`config.mk`:
```
export PLATFORM = sky130hd
export DESIGN_NAME = grid_strip_mesh_generator_top_flat
export DESIGN_NICKNAME = d
export VERILOG_FILES = /design/src/hdl/gsmg_pkg.sv /design/src/hdl/gsmg_cmd_if.sv /design/src/hdl/gsmg_res_if.sv /design/src/hdl/grid_strip_mesh_generator_top.sv /design/src/hdl/gsmg_div.sv /design/src/flat_wrapper.sv
export SDC_FILE = /design/constraint.sdc
export NUM_CORES = 1
export LEC_CHECK = 0
export BUFFER_PORTS_ARGS = -buffer_cell sky130_fd_sc_hd__buf_2
export CORE_AREA = 2 2 196 198
export CTS_CLUSTER_SIZE = 12
export DETAILED_ROUTE_END_ITERATION = 8
export DIE_AREA = 0 0 198 200
export PLACE_DENSITY_LB_ADDON = 0.15
export SYNTH_ARGS = -nofsm -noshare
export SYNTH_HDL_FRONTEND = slang
export SYNTH_SLANG_ARGS = --single-unit
```
`constraint.sdc`:
```
create_clock -name clk -period 5.7 [get_ports clk]
set_clock_uncertainty 0.1 [all_clocks]
set_input_delay 1.14 -clock clk [delete_from_list [all_inputs] [get_ports clk]]
set_output_delay 1.14 -clock clk [all_outputs]
set_load 0.03 [all_outputs]
```
`src/hdl/gsmg_pkg.sv`:
```
// gsmg_pkg: shared types and constants for the grid strip mesh generator.
// No dependencies; used by the divider and the top level.
`default_nettype none

package gsmg_pkg;

	// Result budget caps the effective grid at 30 quads per side.
	localparam int BUDGET_QUADS = 30;

	// Divider geometry: dividends up to 30 * 65536 need 21 bits.
	localparam int DIVIDEND_W = 21;
	localparam int DIVISOR_W  = 5;
	localparam int QUOT_W     = 17;

	// Register map, decoded on paddr[2].
	localparam logic REG_SIDE  = 1'b0;
	localparam logic REG_QUADS = 1'b1;

	// Command codes.
	localparam logic CMD_VERTEX = 1'b0;
	localparam logic CMD_INDEX  = 1'b1;

	typedef struct packed {
		logic                  start;
		logic [DIVIDEND_W-1:0] dividend;
		logic [DIVISOR_W-1:0]  divisor;
	} div_req_t;

	typedef struct packed {
		logic                 done;
		logic [QUOT_W-1:0]    quot;
		logic [DIVISOR_W-1:0] rem;
	} div_rsp_t;

	typedef enum logic [7:0] {
		ST_IDLE     = 8'b0000_0001,
		ST_DIV_SIDE = 8'b0000_0010,
		ST_DIV_TEX  = 8'b0000_0100,
		ST_DIV_PY   = 8'b0000_1000,
		ST_DIV_TV   = 8'b0001_0000,
		ST_EMIT_VTX = 8'b0010_0000,
		ST_EMIT_IDX = 8'b0100_0000,
		ST_EMIT_BAD = 8'b1000_0000
	} state_t;

	typedef enum logic [3:0] {
		PH_LEAD  = 4'b0001,
		PH_HI    = 4'b0010,
		PH_LO    = 4'b0100,
		PH_TRAIL = 4'b1000
	} phase_t;

endpackage

`default_nettype wire

```
`src/hdl/gsmg_cmd_if.sv`:
```
// gsmg_cmd_if: request channel (command, row) with valid/ready.
// Depends on nothing.
`default_nettype none

interface gsmg_cmd_if;
	logic       valid;
	logic       ready;
	logic       command;
	logic [4:0] row;

	modport source (output valid, command, row, input ready);
	modport sink   (input valid, command, row, output ready);
endinterface

`default_nettype wire

```
`src/hdl/gsmg_res_if.sv`:
```
// gsmg_res_if: result channel (vertex or strip index) with valid/ready.
// Depends on nothing.
`default_nettype none

interface gsmg_res_if;
	logic        valid;
	logic        ready;
	logic        is_index;
	logic [9:0]  vertex_index;
	logic signed [15:0] pos_x;
	logic signed [15:0] pos_y;
	logic [16:0] tex_u;
	logic [16:0] tex_v;
	logic        bad_row;
	logic        last;

	modport source (output valid, is_index, vertex_index, pos_x, pos_y, tex_u, tex_v,
		bad_row, last, input ready);
	modport sink   (input valid, is_index, vertex_index, pos_x, pos_y, tex_u, tex_v,
		bad_row, last, output ready);
endinterface

`default_nettype wire

```
`src/hdl/grid_strip_mesh_generator_top.sv`:
```
// grid_strip_mesh_generator_top: row-at-a-time tessellator for an N x N quad plane.
// Depends on gsmg_pkg, gsmg_cmd_if, gsmg_res_if and gsmg_div.
//
// Usage
//  - req channel: one beat per row request (command, row). Accepted when valid and
//    ready are high at a rising edge; ready is high only while the sequencer is idle.
//  - res channel: one beat per vertex or strip index; last marks a request's final beat.
//    A vertex row gives N+1 beats, a strip row up to 2N+4, an out-of-range row one beat
//    with bad_row set.
//  - APB port: side length at 0x0, quad count at 0x4; write only while idle.
// Timing
//  - A vertex row first runs four divisions (side/N, 65536/N, y*side/N, y*65536/N)
//    through the one shared restoring divider, one after another; then one vertex per
//    cycle while the output register is free, stepped by quotient/remainder accumulation.
//  - A strip row or a bad row needs no division: the emit state loads the first beat
//    once the output register is free, then one beat per cycle while it stays free.
//  - The next request is taken as soon as the final beat is in the output register.
// Reset clears the sequencer, the output valid and the registers (side 1.0, N = 1).
// Backpressure: when res.ready is low the output register holds and the sequencer waits.
`default_nettype none

module grid_strip_mesh_generator_top #(
	parameter int MAX_QUADS = 31
) (
	input  wire         clk,
	input  wire         arst_n,
	// APB configuration
	input  wire         psel,
	input  wire         penable,
	input  wire         pwrite,
	input  wire  [2:0]  paddr,
	input  wire  [31:0] pwdata,
	output logic [31:0] prdata,
	output logic        pready,
	// streams
	gsmg_cmd_if.sink    req,
	gsmg_res_if.source  res
);

	localparam int N_CAP = (MAX_QUADS < gsmg_pkg::BUDGET_QUADS) ?
		MAX_QUADS : gsmg_pkg::BUDGET_QUADS;

	// ---------------------------------------------------------------- registers
	logic [15:0] side_q;
	logic [4:0]  quads_q;

	assign pready = 1'b1;

	always_ff @(posedge clk or negedge arst_n) begin
		if (!arst_n) begin
			side_q  <= 16'd256;
			quads_q <= 5'd1;
		end else if (psel && penable && pwrite) begin
			if (paddr[2] == gsmg_pkg::REG_QUADS)
				quads_q <= pwdata[4:0];
			else
				side_q <= pwdata[15:0];
		end
	end

	always_comb begin
		if (paddr[2] == gsmg_pkg::REG_QUADS)
			prdata = {27'd0, quads_q};
		else
			prdata = {16'd0, side_q};
	end

	// Effective N: zero treated as one, capped by MAX_QUADS and the result budget.
	logic [4:0] n_eff;
	logic [5:0] w_eff;
	logic [10:0] base_full;

	always_comb begin
		priority if (quads_q == 5'd0)
			n_eff = 5'd1;
		else if (quads_q > 5'(N_CAP))
			n_eff = 5'(N_CAP);
		else
			n_eff = quads_q;
		w_eff     = {1'b0, n_eff} + 6'd1;
		base_full = req.row * w_eff;
	end

	// ---------------------------------------------------------------- sequencer state
	gsmg_pkg::state_t state_q;
	gsmg_pkg::phase_t ph_q;
	logic        launch_q;
	logic [4:0]  n_q;
	logic [4:0]  row_q;
	logic        cmd_q;
	logic        trail_q;
	logic [4:0]  x_q;

	// per-row division results
	logic [15:0] qs_q;   // side / N
	logic [4:0]  rs_q;
	logic [16:0] qt_q;   // 65536 / N
	logic [4:0]  rt_q;
	logic [15:0] pos_y_q;
	logic [16:0] tex_v_q;

	// stepping accumulators
	logic [15:0] pa_q;   // floor(x*side/N)
	logic [4:0]  pr_q;
	logic [16:0] ta_q;   // floor(x*65536/N)
	logic [4:0]  tr_q;
	logic [9:0]  lo_q;   // y*w + x
	logic [9:0]  hi_q;   // (y+1)*w + x

	// output register
	logic        out_vld_q;
	logic        o_isi_q;
	logic [9:0]  o_vi_q;
	logic [15:0] o_px_q;
	logic [15:0] o_py_q;
	logic [16:0] o_tu_q;
	logic [16:0] o_tv_q;
	logic        o_bad_q;
	logic        o_last_q;

	assign req.ready        = (state_q == gsmg_pkg::ST_IDLE);
	assign res.valid        = out_vld_q;
	assign res.is_index     = o_isi_q;
	assign res.vertex_index = o_vi_q;
	assign res.pos_x        = o_px_q;
	assign res.pos_y        = o_py_q;
	assign res.tex_u        = o_tu_q;
	assign res.tex_v        = o_tv_q;
	assign res.bad_row      = o_bad_q;
	assign res.last         = o_last_q;

	// Output register free this cycle.
	logic adv;
	assign adv = !out_vld_q || res.ready;

	// ---------------------------------------------------------------- shared divider
	gsmg_pkg::div_req_t div_req;
	gsmg_pkg::div_rsp_t div_rsp;
	logic [20:0] y_side;

	assign y_side = row_q * side_q;

	always_comb begin
		div_req.start   = launch_q;
		div_req.divisor = n_q;
		unique case (state_q)
			gsmg_pkg::ST_DIV_SIDE: div_req.dividend = {5'd0, side_q};
			gsmg_pkg::ST_DIV_TEX:  div_req.dividend = 21'h10000;
			gsmg_pkg::ST_DIV_PY:   div_req.dividend = y_side;
			gsmg_pkg::ST_DIV_TV:   div_req.dividend = {row_q, 16'd0};
			default:               div_req.dividend = '0;
		endcase
	end

	gsmg_div u_div (
		.clk    (clk),
		.arst_n (arst_n),
		.req    (div_req),
		.rsp    (div_rsp)
	);

	// Q8.8 position: quotient minus half side, saturated at the top.
	function automatic logic [15:0] pos_sat(input logic [15:0] q, input logic [15:0] s);
		logic signed [16:0] d;
		d = signed'({1'b0, q}) - signed'({2'b0, s[15:1]});
		if (d > 17'sd32767)
			return 16'h7fff;
		return d[15:0];
	endfunction

	// ---------------------------------------------------------------- step unit
	// Adds the per-step quotient and remainder, carrying when the remainder wraps.
	logic [5:0]  pr_sum, tr_sum;
	logic        pr_c, tr_c;
	logic [4:0]  pr_nx, tr_nx;
	logic [15:0] pa_nx;
	logic [16:0] ta_nx;

	always_comb begin
		pr_sum = {1'b0, pr_q} + {1'b0, rs_q};
		pr_c   = pr_sum >= {1'b0, n_q};
		pr_nx  = pr_c ? 5'(pr_sum - {1'b0, n_q}) : pr_sum[4:0];
		pa_nx  = pa_q + qs_q + {15'd0, pr_c};
		tr_sum = {1'b0, tr_q} + {1'b0, rt_q};
		tr_c   = tr_sum >= {1'b0, n_q};
		tr_nx  = tr_c ? 5'(tr_sum - {1'b0, n_q}) : tr_sum[4:0];
		ta_nx  = ta_q + qt_q + {16'd0, tr_c};
	end

	logic bad_req;
	assign bad_req = (req.command == gsmg_pkg::CMD_VERTEX) ? (req.row > n_eff)
	                                                       : (req.row >= n_eff);

	// Divider kick: on a good vertex request, then after each of the first three divisions.
	logic launch_nx;
	logic emitting;

	always_comb begin
		unique case (state_q)
			gsmg_pkg::ST_IDLE:
				launch_nx = req.valid && !bad_req && (req.command == gsmg_pkg::CMD_VERTEX);
			gsmg_pkg::ST_DIV_SIDE, gsmg_pkg::ST_DIV_TEX, gsmg_pkg::ST_DIV_PY:
				launch_nx = div_rsp.done;
			default:
				launch_nx = 1'b0;
		endcase
	end

	// A beat is loaded into the output register in any emit state once it is free.
	assign emitting = adv && ((state_q == gsmg_pkg::ST_EMIT_VTX) ||
		(state_q == gsmg_pkg::ST_EMIT_IDX) || (state_q == gsmg_pkg::ST_EMIT_BAD));

	always_ff @(posedge clk or negedge arst_n) begin
		if (!arst_n) begin
			launch_q  <= 1'b0;
			out_vld_q <= 1'b0;
		end else begin
			launch_q <= launch_nx;
			if (emitting)
				out_vld_q <= 1'b1;
			else if (res.ready)
				out_vld_q <= 1'b0;
		end
	end

	// ---------------------------------------------------------------- control
	always_ff @(posedge clk or negedge arst_n) begin
		if (!arst_n) begin
			state_q <= gsmg_pkg::ST_IDLE;
			ph_q    <= gsmg_pkg::PH_HI;
		end else begin
			unique case (state_q)
				gsmg_pkg::ST_IDLE: begin
					if (req.valid) begin
						ph_q <= (req.row != 5'd0) ? gsmg_pkg::PH_LEAD : gsmg_pkg::PH_HI;
						if (bad_req)
							state_q <= gsmg_pkg::ST_EMIT_BAD;
						else if (req.command == gsmg_pkg::CMD_INDEX)
							state_q <= gsmg_pkg::ST_EMIT_IDX;
						else
							state_q <= gsmg_pkg::ST_DIV_SIDE;
					end
				end
				gsmg_pkg::ST_DIV_SIDE: begin
					if (div_rsp.done)
						state_q <= gsmg_pkg::ST_DIV_TEX;
				end
				gsmg_pkg::ST_DIV_TEX: begin
					if (div_rsp.done)
						state_q <= gsmg_pkg::ST_DIV_PY;
				end
				gsmg_pkg::ST_DIV_PY: begin
					if (div_rsp.done)
						state_q <= gsmg_pkg::ST_DIV_TV;
				end
				gsmg_pkg::ST_DIV_TV: begin
					if (div_rsp.done)
						state_q <= gsmg_pkg::ST_EMIT_VTX;
				end
				gsmg_pkg::ST_EMIT_VTX: begin
					if (adv && (x_q == n_q))
						state_q <= gsmg_pkg::ST_IDLE;
				end
				gsmg_pkg::ST_EMIT_IDX: begin
					if (adv) begin
						unique case (ph_q)
							gsmg_pkg::PH_LEAD: ph_q <= gsmg_pkg::PH_HI;
							gsmg_pkg::PH_HI:   ph_q <= gsmg_pkg::PH_LO;
							gsmg_pkg::PH_LO: begin
								if (x_q != n_q)
									ph_q <= gsmg_pkg::PH_HI;
								else if (trail_q)
									ph_q <= gsmg_pkg::PH_TRAIL;
								else
									state_q <= gsmg_pkg::ST_IDLE;
							end
							gsmg_pkg::PH_TRAIL: state_q <= gsmg_pkg::ST_IDLE;
							default: ph_q <= gsmg_pkg::PH_HI;
						endcase
					end
				end
				gsmg_pkg::ST_EMIT_BAD: begin
					if (adv)
						state_q <= gsmg_pkg::ST_IDLE;
				end
				default: state_q <= gsmg_pkg::ST_IDLE;
			endcase
		end
	end

	// ---------------------------------------------------------------- datapath
	always_ff @(posedge clk) begin
		unique case (state_q)
			gsmg_pkg::ST_IDLE: begin
				if (req.valid) begin
					n_q     <= n_eff;
					row_q   <= req.row;
					cmd_q   <= req.command;
					trail_q <= ({1'b0, req.row} + 6'd1) < {1'b0, n_eff};
					x_q     <= '0;
					pa_q    <= '0;
					pr_q    <= '0;
					ta_q    <= '0;
					tr_q    <= '0;
					lo_q    <= base_full[9:0];
					hi_q    <= base_full[9:0] + {4'd0, w_eff};
				end
			end
			gsmg_pkg::ST_DIV_SIDE: begin
				if (div_rsp.done) begin
					qs_q <= div_rsp.quot[15:0];
					rs_q <= div_rsp.rem;
				end
			end
			gsmg_pkg::ST_DIV_TEX: begin
				if (div_rsp.done) begin
					qt_q <= div_rsp.quot;
					rt_q <= div_rsp.rem;
				end
			end
			gsmg_pkg::ST_DIV_PY: begin
				if (div_rsp.done)
					pos_y_q <= pos_sat(div_rsp.quot[15:0], side_q);
			end
			gsmg_pkg::ST_DIV_TV: begin
				if (div_rsp.done)
					tex_v_q <= div_rsp.quot;
			end
			gsmg_pkg::ST_EMIT_VTX: begin
				if (adv) begin
					o_isi_q  <= 1'b0;
					o_vi_q   <= lo_q;
					o_px_q   <= pos_sat(pa_q, side_q);
					o_py_q   <= pos_y_q;
					o_tu_q   <= ta_q;
					o_tv_q   <= tex_v_q;
					o_bad_q  <= 1'b0;
					o_last_q <= (x_q == n_q);
					x_q      <= x_q + 5'd1;
					lo_q     <= lo_q + 10'd1;
					pa_q     <= pa_nx;
					pr_q     <= pr_nx;
					ta_q     <= ta_nx;
					tr_q     <= tr_nx;
				end
			end
			gsmg_pkg::ST_EMIT_IDX: begin
				if (adv) begin
					o_isi_q  <= 1'b1;
					o_px_q   <= '0;
					o_py_q   <= '0;
					o_tu_q   <= '0;
					o_tv_q   <= '0;
					o_bad_q  <= 1'b0;
					unique case (ph_q)
						gsmg_pkg::PH_LEAD: begin
							o_vi_q   <= lo_q;
							o_last_q <= 1'b0;
						end
						gsmg_pkg::PH_HI: begin
							o_vi_q   <= hi_q;
							o_last_q <= 1'b0;
						end
						gsmg_pkg::PH_LO: begin
							o_vi_q   <= lo_q;
							o_last_q <= (x_q == n_q) && !trail_q;
							if (x_q != n_q) begin
								x_q  <= x_q + 5'd1;
								lo_q <= lo_q + 10'd1;
								hi_q <= hi_q + 10'd1;
							end
						end
						gsmg_pkg::PH_TRAIL: begin
							o_vi_q   <= hi_q;
							o_last_q <= 1'b1;
						end
						default: begin
							o_vi_q   <= lo_q;
							o_last_q <= 1'b0;
						end
					endcase
				end
			end
			gsmg_pkg::ST_EMIT_BAD: begin
				if (adv) begin
					o_isi_q  <= cmd_q;
					o_vi_q   <= '0;
					o_px_q   <= '0;
					o_py_q   <= '0;
					o_tu_q   <= '0;
					o_tv_q   <= '0;
					o_bad_q  <= 1'b1;
					o_last_q <= 1'b1;
				end
			end
			default: ;
		endcase
	end

endmodule

`default_nettype wire

```
`src/hdl/gsmg_div.sv`:
```
// gsmg_div: restoring divider, one quotient bit per cycle, 21-bit dividend by 5-bit divisor.
// Depends on gsmg_pkg.
`default_nettype none

module gsmg_div (
	input  wire                     clk,
	input  wire                     arst_n,
	input  wire gsmg_pkg::div_req_t req,
	output gsmg_pkg::div_rsp_t      rsp
);

	localparam int CNT_W = $clog2(gsmg_pkg::DIVIDEND_W + 1);

	logic [gsmg_pkg::DIVIDEND_W-1:0] acc_q;
	logic [gsmg_pkg::DIVISOR_W-1:0]  rem_q;
	logic [gsmg_pkg::DIVISOR_W-1:0]  dvs_q;
	logic [CNT_W-1:0]                cnt_q;
	logic                            busy_q;
	logic                            done_q;

	logic [gsmg_pkg::DIVISOR_W:0] trial;
	logic                         fits;

	always_comb begin
		trial = {rem_q, acc_q[gsmg_pkg::DIVIDEND_W-1]};
		fits  = trial >= {1'b0, dvs_q};
	end

	always_ff @(posedge clk or negedge arst_n) begin
		if (!arst_n) begin
			busy_q <= 1'b0;
			done_q <= 1'b0;
			cnt_q  <= '0;
		end else begin
			done_q <= busy_q && (cnt_q == CNT_W'(1));
			if (req.start) begin
				busy_q <= 1'b1;
				cnt_q  <= CNT_W'(gsmg_pkg::DIVIDEND_W);
			end else if (busy_q) begin
				cnt_q <= cnt_q - CNT_W'(1);
				if (cnt_q == CNT_W'(1))
					busy_q <= 1'b0;
			end
		end
	end

	// datapath
	always_ff @(posedge clk) begin
		if (req.start) begin
			acc_q <= req.dividend;
			rem_q <= '0;
			dvs_q <= req.divisor;
		end else if (busy_q) begin
			acc_q <= {acc_q[gsmg_pkg::DIVIDEND_W-2:0], fits};
			rem_q <= fits ? gsmg_pkg::DIVISOR_W'(trial - {1'b0, dvs_q})
			              : gsmg_pkg::DIVISOR_W'(trial);
		end
	end

	assign rsp.done = done_q;
	assign rsp.quot = acc_q[gsmg_pkg::QUOT_W-1:0];
	assign rsp.rem  = rem_q;

endmodule

`default_nettype wire

```
`src/flat_wrapper.sv`:
```
// flat-port wrapper written by rule: the top's interface ports become plain ports
module grid_strip_mesh_generator_top_flat 
#(
	parameter int MAX_QUADS = 31
)
  (clk, arst_n, psel, penable, pwrite, paddr, pwdata, prdata, pready, req_valid, req_command, req_row, req_ready, res_valid, res_is_index, res_vertex_index, res_pos_x, res_pos_y, res_tex_u, res_tex_v, res_bad_row, res_last, res_ready);
  gsmg_cmd_if req_i ();
  gsmg_res_if res_i ();
  input  wire clk;
  input  wire arst_n;
  input  wire psel;
  input  wire penable;
  input  wire pwrite;
  input  wire  [2:0] paddr;
  input  wire  [31:0] pwdata;
  output logic [31:0] prdata;
  output logic pready;
  input wire logic [$bits(req_i.valid)-1:0] req_valid;
  input wire logic [$bits(req_i.command)-1:0] req_command;
  input wire logic [$bits(req_i.row)-1:0] req_row;
  output wire logic [$bits(req_i.ready)-1:0] req_ready;
  output wire logic [$bits(res_i.valid)-1:0] res_valid;
  output wire logic [$bits(res_i.is_index)-1:0] res_is_index;
  output wire logic [$bits(res_i.vertex_index)-1:0] res_vertex_index;
  output wire logic [$bits(res_i.pos_x)-1:0] res_pos_x;
  output wire logic [$bits(res_i.pos_y)-1:0] res_pos_y;
  output wire logic [$bits(res_i.tex_u)-1:0] res_tex_u;
  output wire logic [$bits(res_i.tex_v)-1:0] res_tex_v;
  output wire logic [$bits(res_i.bad_row)-1:0] res_bad_row;
  output wire logic [$bits(res_i.last)-1:0] res_last;
  input wire logic [$bits(res_i.ready)-1:0] res_ready;
  assign req_i.valid = req_valid;
  assign req_i.command = req_command;
  assign req_i.row = req_row;
  assign req_ready = req_i.ready;
  assign res_valid = res_i.valid;
  assign res_is_index = res_i.is_index;
  assign res_vertex_index = res_i.vertex_index;
  assign res_pos_x = res_i.pos_x;
  assign res_pos_y = res_i.pos_y;
  assign res_tex_u = res_i.tex_u;
  assign res_tex_v = res_i.tex_v;
  assign res_bad_row = res_i.bad_row;
  assign res_last = res_i.last;
  assign res_i.ready = res_ready;
  grid_strip_mesh_generator_top #(.MAX_QUADS(MAX_QUADS)) u_core (.clk(clk), .arst_n(arst_n), .psel(psel), .penable(penable), .pwrite(pwrite), .paddr(paddr), .pwdata(pwdata), .prdata(prdata), .pready(pready), .req(req_i), .res(res_i));
endmodule
```
[Word-level counts from Yosys, hierarchy flattened]
Cells that the tools add are included.
Cells by class
  order comparisons: 9
  bitwise operators: 2
  reduce and logical (&&, ||, !) cells: 43
  muxes and demuxes: 100
  add/sub/neg operators: 18
  equality and inequality tests: 32
  multipliers: 2
Operators by type and width (count)
  two-way mux 16 bit: 10
  two-way mux 10 bit: 13
  case mux 17 bit (2 select lines): 3
  case mux 16 bit (2 select lines): 3
  two-way mux 8 bit: 11
  two-way mux 17 bit: 5
  case mux 21 bit (4 select lines): 1
  two-way mux 5 bit: 14
  case mux 8 bit (8 select lines): 1
  case mux 10 bit (3 select lines): 2
  two-way mux 21 bit: 2
  greater-than comparator 17 x 16 -> 1 bit, second input constant: 2
  subtractor 16 x 15 -> 17 bit: 2
  multiplier 5 x 16 -> 21 bit: 1
  adder 10 x 1 -> 10 bit, second input constant: 2
  case mux 10 bit (2 select lines): 1
  case mux 5 bit (2 select lines): 2
  greater-or-equal comparator 6 x 5 -> 1 bit: 3
  != test 2 bit, second input constant: 9
  adder 17 x 1 -> 17 bit: 1
  adder 17 bit: 1
  two-way mux 1 bit: 17
  adder 16 x 1 -> 16 bit: 1
  adder 16 bit: 1
  other kinds (53): 98
Storage, ports and cells
  bits in registers: 308
  bits of input ports: 48
  logic and storage cells: 243
  output and inout port bits: 114

[Depth between registers and ports, before layout]
  word-level depth: 9
  gate-level depth with buffers: 26
  mapped depth without buffers: 25

[Cells and area by module]
From an unflattened synthesis, not the netlist that was laid out.
Unflattened totals
  cell total of the unflattened synthesis: 1844
  area total of the unflattened synthesis: 20194.4 µm²
Modules (own cells, without submodules)
  grid_strip_mesh_generator_top: area an instance 18267.5 µm², sequential area each 7937.6 µm², cells each 1691, times used 1
  gsmg_div: area an instance 1926.8 µm², sequential area each 1056.0 µm², cells each 153, times used 1

[Worst setup path before layout]
OpenSTA, ideal clock, no wires.
  path kind: reg2reg
  start point: reg u_core.quads_q[2]
  end point: reg u_core.hi_q[8] (data pin)
  setup time: 0.270 ns
  path slack: 0.306 ns
  data required time: 5.330 ns
  data arrival time: 5.024 ns
  stages on the path, launching flop included: 22
  path buffers: 1
  clock period less this slack: 5.394 ns
  cells stage by stage: dfrtp_1 clkbuf_1 inv_1 a31oi_1 nor2_1 a21oi_1 inv_1 ha_1 xor2_1 nand2_1 fa_1 fa_1 fa_1 inv_1 ha_1 xor2_1 ha_1 a21boi_0 o21ai_0 a211oi_1 xor2_1 a21oi_1
On the way
  word-level cells in the longest chain between the ends: 8
  elaborated cells on any way between the ends: 9
  those cells by class: add/sub: 2; mul: 1; order compare: 1; mux: 4; reduce/logical: 1
RTL lines
  start: declaration: RTL line grid_strip_mesh_generator_top.sv:45  | logic [4:0] quads_q;
  start signal: assignment: RTL line grid_strip_mesh_generator_top.sv:55  | quads_q <= pwdata[4:0];
  greater-than comparator 5 bit: RTL line grid_strip_mesh_generator_top.sv:76  | else if (quads_q > 5'(N_CAP))
  two-way mux 5 bit: RTL line grid_strip_mesh_generator_top.sv:76
  two-way mux 5 bit (*): RTL line grid_strip_mesh_generator_top.sv:74  | priority if (quads_q == 5'd0)
  named net u_core.n_eff[0]: RTL line grid_strip_mesh_generator_top.sv:69  | logic [4:0] n_eff;
  adder 5 x 1 -> 6 bit (*): RTL line grid_strip_mesh_generator_top.sv:80  | w_eff = {1'b0, n_eff} + 6'd1;
  multiplier 5 x 6 -> 10 bit: RTL line grid_strip_mesh_generator_top.sv:81  | base_full = req.row * w_eff;
  adder 10 x 6 -> 10 bit (*): RTL line grid_strip_mesh_generator_top.sv:306  | hi_q <= base_full[9:0] + {4'd0, w_eff};
  two-way mux 10 bit (*): RTL line grid_strip_mesh_generator_top.sv:295  | if (req.valid) begin
  case mux 10 bit (2 select lines) (*): RTL line grid_strip_mesh_generator_top.sv:293  | unique case (state_q)
  end signal: assignment: RTL line grid_strip_mesh_generator_top.sv:306
  end signal: assignment: RTL line grid_strip_mesh_generator_top.sv:370  | hi_q <= hi_q + 10'd1;
  end: declaration: RTL line grid_strip_mesh_generator_top.sv:108  | logic [9:0] hi_q;
The timed path passes the listed nets; every way through them passes the cells marked *. The select of a mux whose other input is x is not followed.
A chain may end at the register's enable or synchronous reset.

[Worst setup path in the final report]
  start point: reg u_core.tr_q[0]
  end point: reg u_core.ta_q[16] (data pin)
On the way
  word-level cells in the longest chain between the ends: 5
RTL lines
  start: declaration: RTL line grid_strip_mesh_generator_top.sv:106  | logic [4:0] tr_q;
  start signal: assignment: RTL line grid_strip_mesh_generator_top.sv:344  | tr_q <= tr_nx;
  adder 5 x 5 -> 6 bit: RTL line grid_strip_mesh_generator_top.sv:184  | tr_sum = {1'b0, tr_q} + {1'b0, rt_q};
  greater-or-equal comparator 6 x 5 -> 1 bit: RTL line grid_strip_mesh_generator_top.sv:185  | tr_c = tr_sum >= {1'b0, n_q};
  adder 17 x 1 -> 17 bit: RTL line grid_strip_mesh_generator_top.sv:187  | ta_nx = ta_q + qt_q + {16'd0, tr_c};
  two-way mux 17 bit: RTL line grid_strip_mesh_generator_top.sv:330  | if (adv) begin
  case mux 17 bit (2 select lines): RTL line grid_strip_mesh_generator_top.sv:293
  end signal: assignment: RTL line grid_strip_mesh_generator_top.sv:343  | ta_q <= ta_nx;
  end: declaration: RTL line grid_strip_mesh_generator_top.sv:105  | logic [16:0] ta_q;
Every way passes these cells. The select of a mux whose other input is x is not followed.

==> run metrics <==
initial drt markers approximately 1000; Top cell by count, worst path fa_1; initial antenna violation count 1; area of the mapped netlist approximately 20000 um2; hold path start u_core.tex_v_q[6]; pin count of the biggest net entering global routing between 60 and 70; Setup crit start kind register; hold-fix buffers at CTS 0; Rows 71; Max Root-Sink Buffers 3; clk sink count roughly 300; Synth top cells by count 261 x edfxtp_1, 156 x ha_1, 152 x nand2_1, 143 x nor2_1, 127 x inv_1; CP Buf/Inv Count 1; Max Cap Viol 0; area added between synthesis and finish 11.7%; DRT Wirelength approximately 45000 um; Crit. End Element register; Worst EP arrival 5.67 ns; area leader, netlist edfxtp_1; vias in the first global route roughly 14000; Slowest Stage Delay on Critical Path around 0.5 ns; DR vias ~14000; top-area cell type share of the netlist area just under 40%; vias per inst 5.60; CTS clk-pin slew, worst paths around 0.060 ns; core footprint about 37000 um2; Achievable Freq about 180 MHz; Min Hold Slack ~0.43 ns; GRT Residual Overflow 0; hpwl dp between 30000 and 40000 um; routability congestion estimate slightly above 0.9; sequential share of the synthesized area about 45%; Setup TNS 0 ns; htree depth 2; slowest stage cell on the critical path fa_1; Hold Violations, Final 0; post-cts gate resize count 0; most numerous cell in the Yosys netlist edfxtp_1; Synth cell types 86; reg2reg start u_core.tr_q[0]; postcts setup bufs 0; #FFs+latches synth just over 300; DR DRC count 0; Die Area 39600 um2; drt wl/cell approximately 18 um; Clk Tree Root Cell clkbuf_16; Crit. Startpoint u_core.tr_q[0]; status completed; fin nets around 2300; Ys Warns 0; share of layout cells above drive strength 1 a little over an eighth; clock latency on the worst-skew pair roughly 0.55 ns; EDFF count, synth 261; Slew @ Worst Pin approximately 1.1 ns; synth top area cells edfxtp_1 39%, ha_1 9.8%, fa_1 6.5%; Cells after DPL between 2000 and 2500; CP cell instances ha_1, fa_1, fa_1, a21o_1, a21oi_1, nand2_1, a2111oi_4, inv_1, fa_1, fa_1, a211oi_1, o21bai_1, a211o_1, a41oi_2, a21boi_1, a31o_2, mux2i_1; worst hold path class reg2reg; number of max-slew violations in the final report 0; Tmin final around 5.5 ns; Mapped Avg Cell Area about 11 um2; I/O pin cnt roughly 160; Primary FF master, synth edfxtp_1; Antenna Cells 0; Final Setup Violations 0; Pleak just over 9 nW; RSZ-0062 raised after global routing false; Die W 198 um; crit path kind reg2reg; port bufs ~130; Slew headroom 24.1%; Fill cells between 3000 and 4000; PD cells between 600 and 700 nW/um2; CP top delay family compound AO/OA/AOI/OAI gates; Final Cycle Share a little over nine tenths; CTS Buf Count 37; WP data required between 5 and 6 ns; DRT antenna net count 0; Total Routing Usage GR a little under a quarter; first-pass detailed-route iteration total 5; Syn Inst Count between 1500 and 2000; asr flop ratio synth a little over an eighth; die height approximately 200 um; Finished Layout Cells around 2500; initial core utilization ~53%; CTS tree done; Max VDD drop approximately 0.00028 V; worst-path fanout max 3; first-pass GRT wire length between 70000 and 80000 um
## kinds of logic after synthesis
kind of cell | count (synthesis) | synth area share, %
AO/OA/AOI/OAI | 364 | 11.8
XOR/XNOR | 117 | 5.12
adder cells (fa/ha/maj) | 221 | 16.3
buffers and inverters | 201 | 4.26
flip-flops | 308 | 45.0
multiplexers | 47 | 2.59
other | 2 | 0.0375
AND/OR/NAND/NOR | 589 | 15.0
## metal layers
metal / track usage, % / share of wire (%)
met1: 32.9 / 46
met2: 39.1 / 47
met3: 3.56 / 5.2
met4: 6.29 / 1.9
met5: 0 / 0
## stage by stage
stage	area (um2)	setup slack, ns	total power, mW	util (%)
4_1_cts	22300	0.105	13.5	59.7
5_1_grt	22300	0.0459	14.5	59.8
6_report	22300	0.226	13.4	59.8
3_3_place_gp	21200	0.218	11.0	56.6
3_5_place_dp	21200	0.159	11.1	56.6
2_1_floorplan	20100	0.306	9.33	-
## final timing paths
| check | endpoint | slack, ns | cells past startpoint |
|---|---|---|---|
| hold reg to reg | u_core.res.tex_v[6] | 0.43 | 1 |
| setup reg to reg | u_core.ta_q[16] | 0.23 | 17 |
| max in group asynchronous | u_core.launch_q | 4.13 | 1 |
| min in group asynchronous | u_core.side_q[11] | 0.65 | 1 |
| hold / removal | u_core.res.tex_v[6] | 0.43 | 1 |
| setup / recovery | u_core.ta_q[16] | 0.23 | 17 |
## area by class of cell
cell class              count  area [um2]  share of cell area (%)
inverters                 127         477                    2.13
clock buffers              49        1040                    4.67
well taps                 511         639                    2.86
flip-flops and latches    308        8990                    40.3
multi-input cells        1360       10300                    46.0
clock inverters            14         130                   0.582
repair buffers            147         788                    3.53
## report_power, final
part | internal (mW) | switching [mW]
clock | 1.34 | 0.926
sequential | 3.45 | 0.679
combinational | 2.84 | 4.19
total | 7.63 | 5.79
## state kept, by name, summed over array words and instances (netlist names), 16 cells and up
signal / cells
u_core.pa_q: 16
u_core.pos_y_q: 16
u_core.qs_q: 16
u_core.qt_q: 17
u_core.res.pos_x: 16
u_core.res.pos_y: 16
u_core.res.tex_u: 17
u_core.res.tex_v: 17
u_core.side_q: 16
u_core.ta_q: 17
u_core.tex_v_q: 17
u_core.u_div.acc_q: 21
## cells in the final DEF (no fill, tap or decap), drive strengths merged, types with 23 or more instances in the layout
cell and instances:
fa 65, buf 147, edfxtp 261, nand2 153, nor2b 67, o21ai 91, and2 64, nand3 43
nand2b 25, mux2 29, ha 156, inv 128, a211oi 23, a21o 35, a21oi 106, nor2 143
xnor2 60, nor3 25, clkbuf 49, xor2 57, dfrtp 38
(Power assumes the default switching activity.)
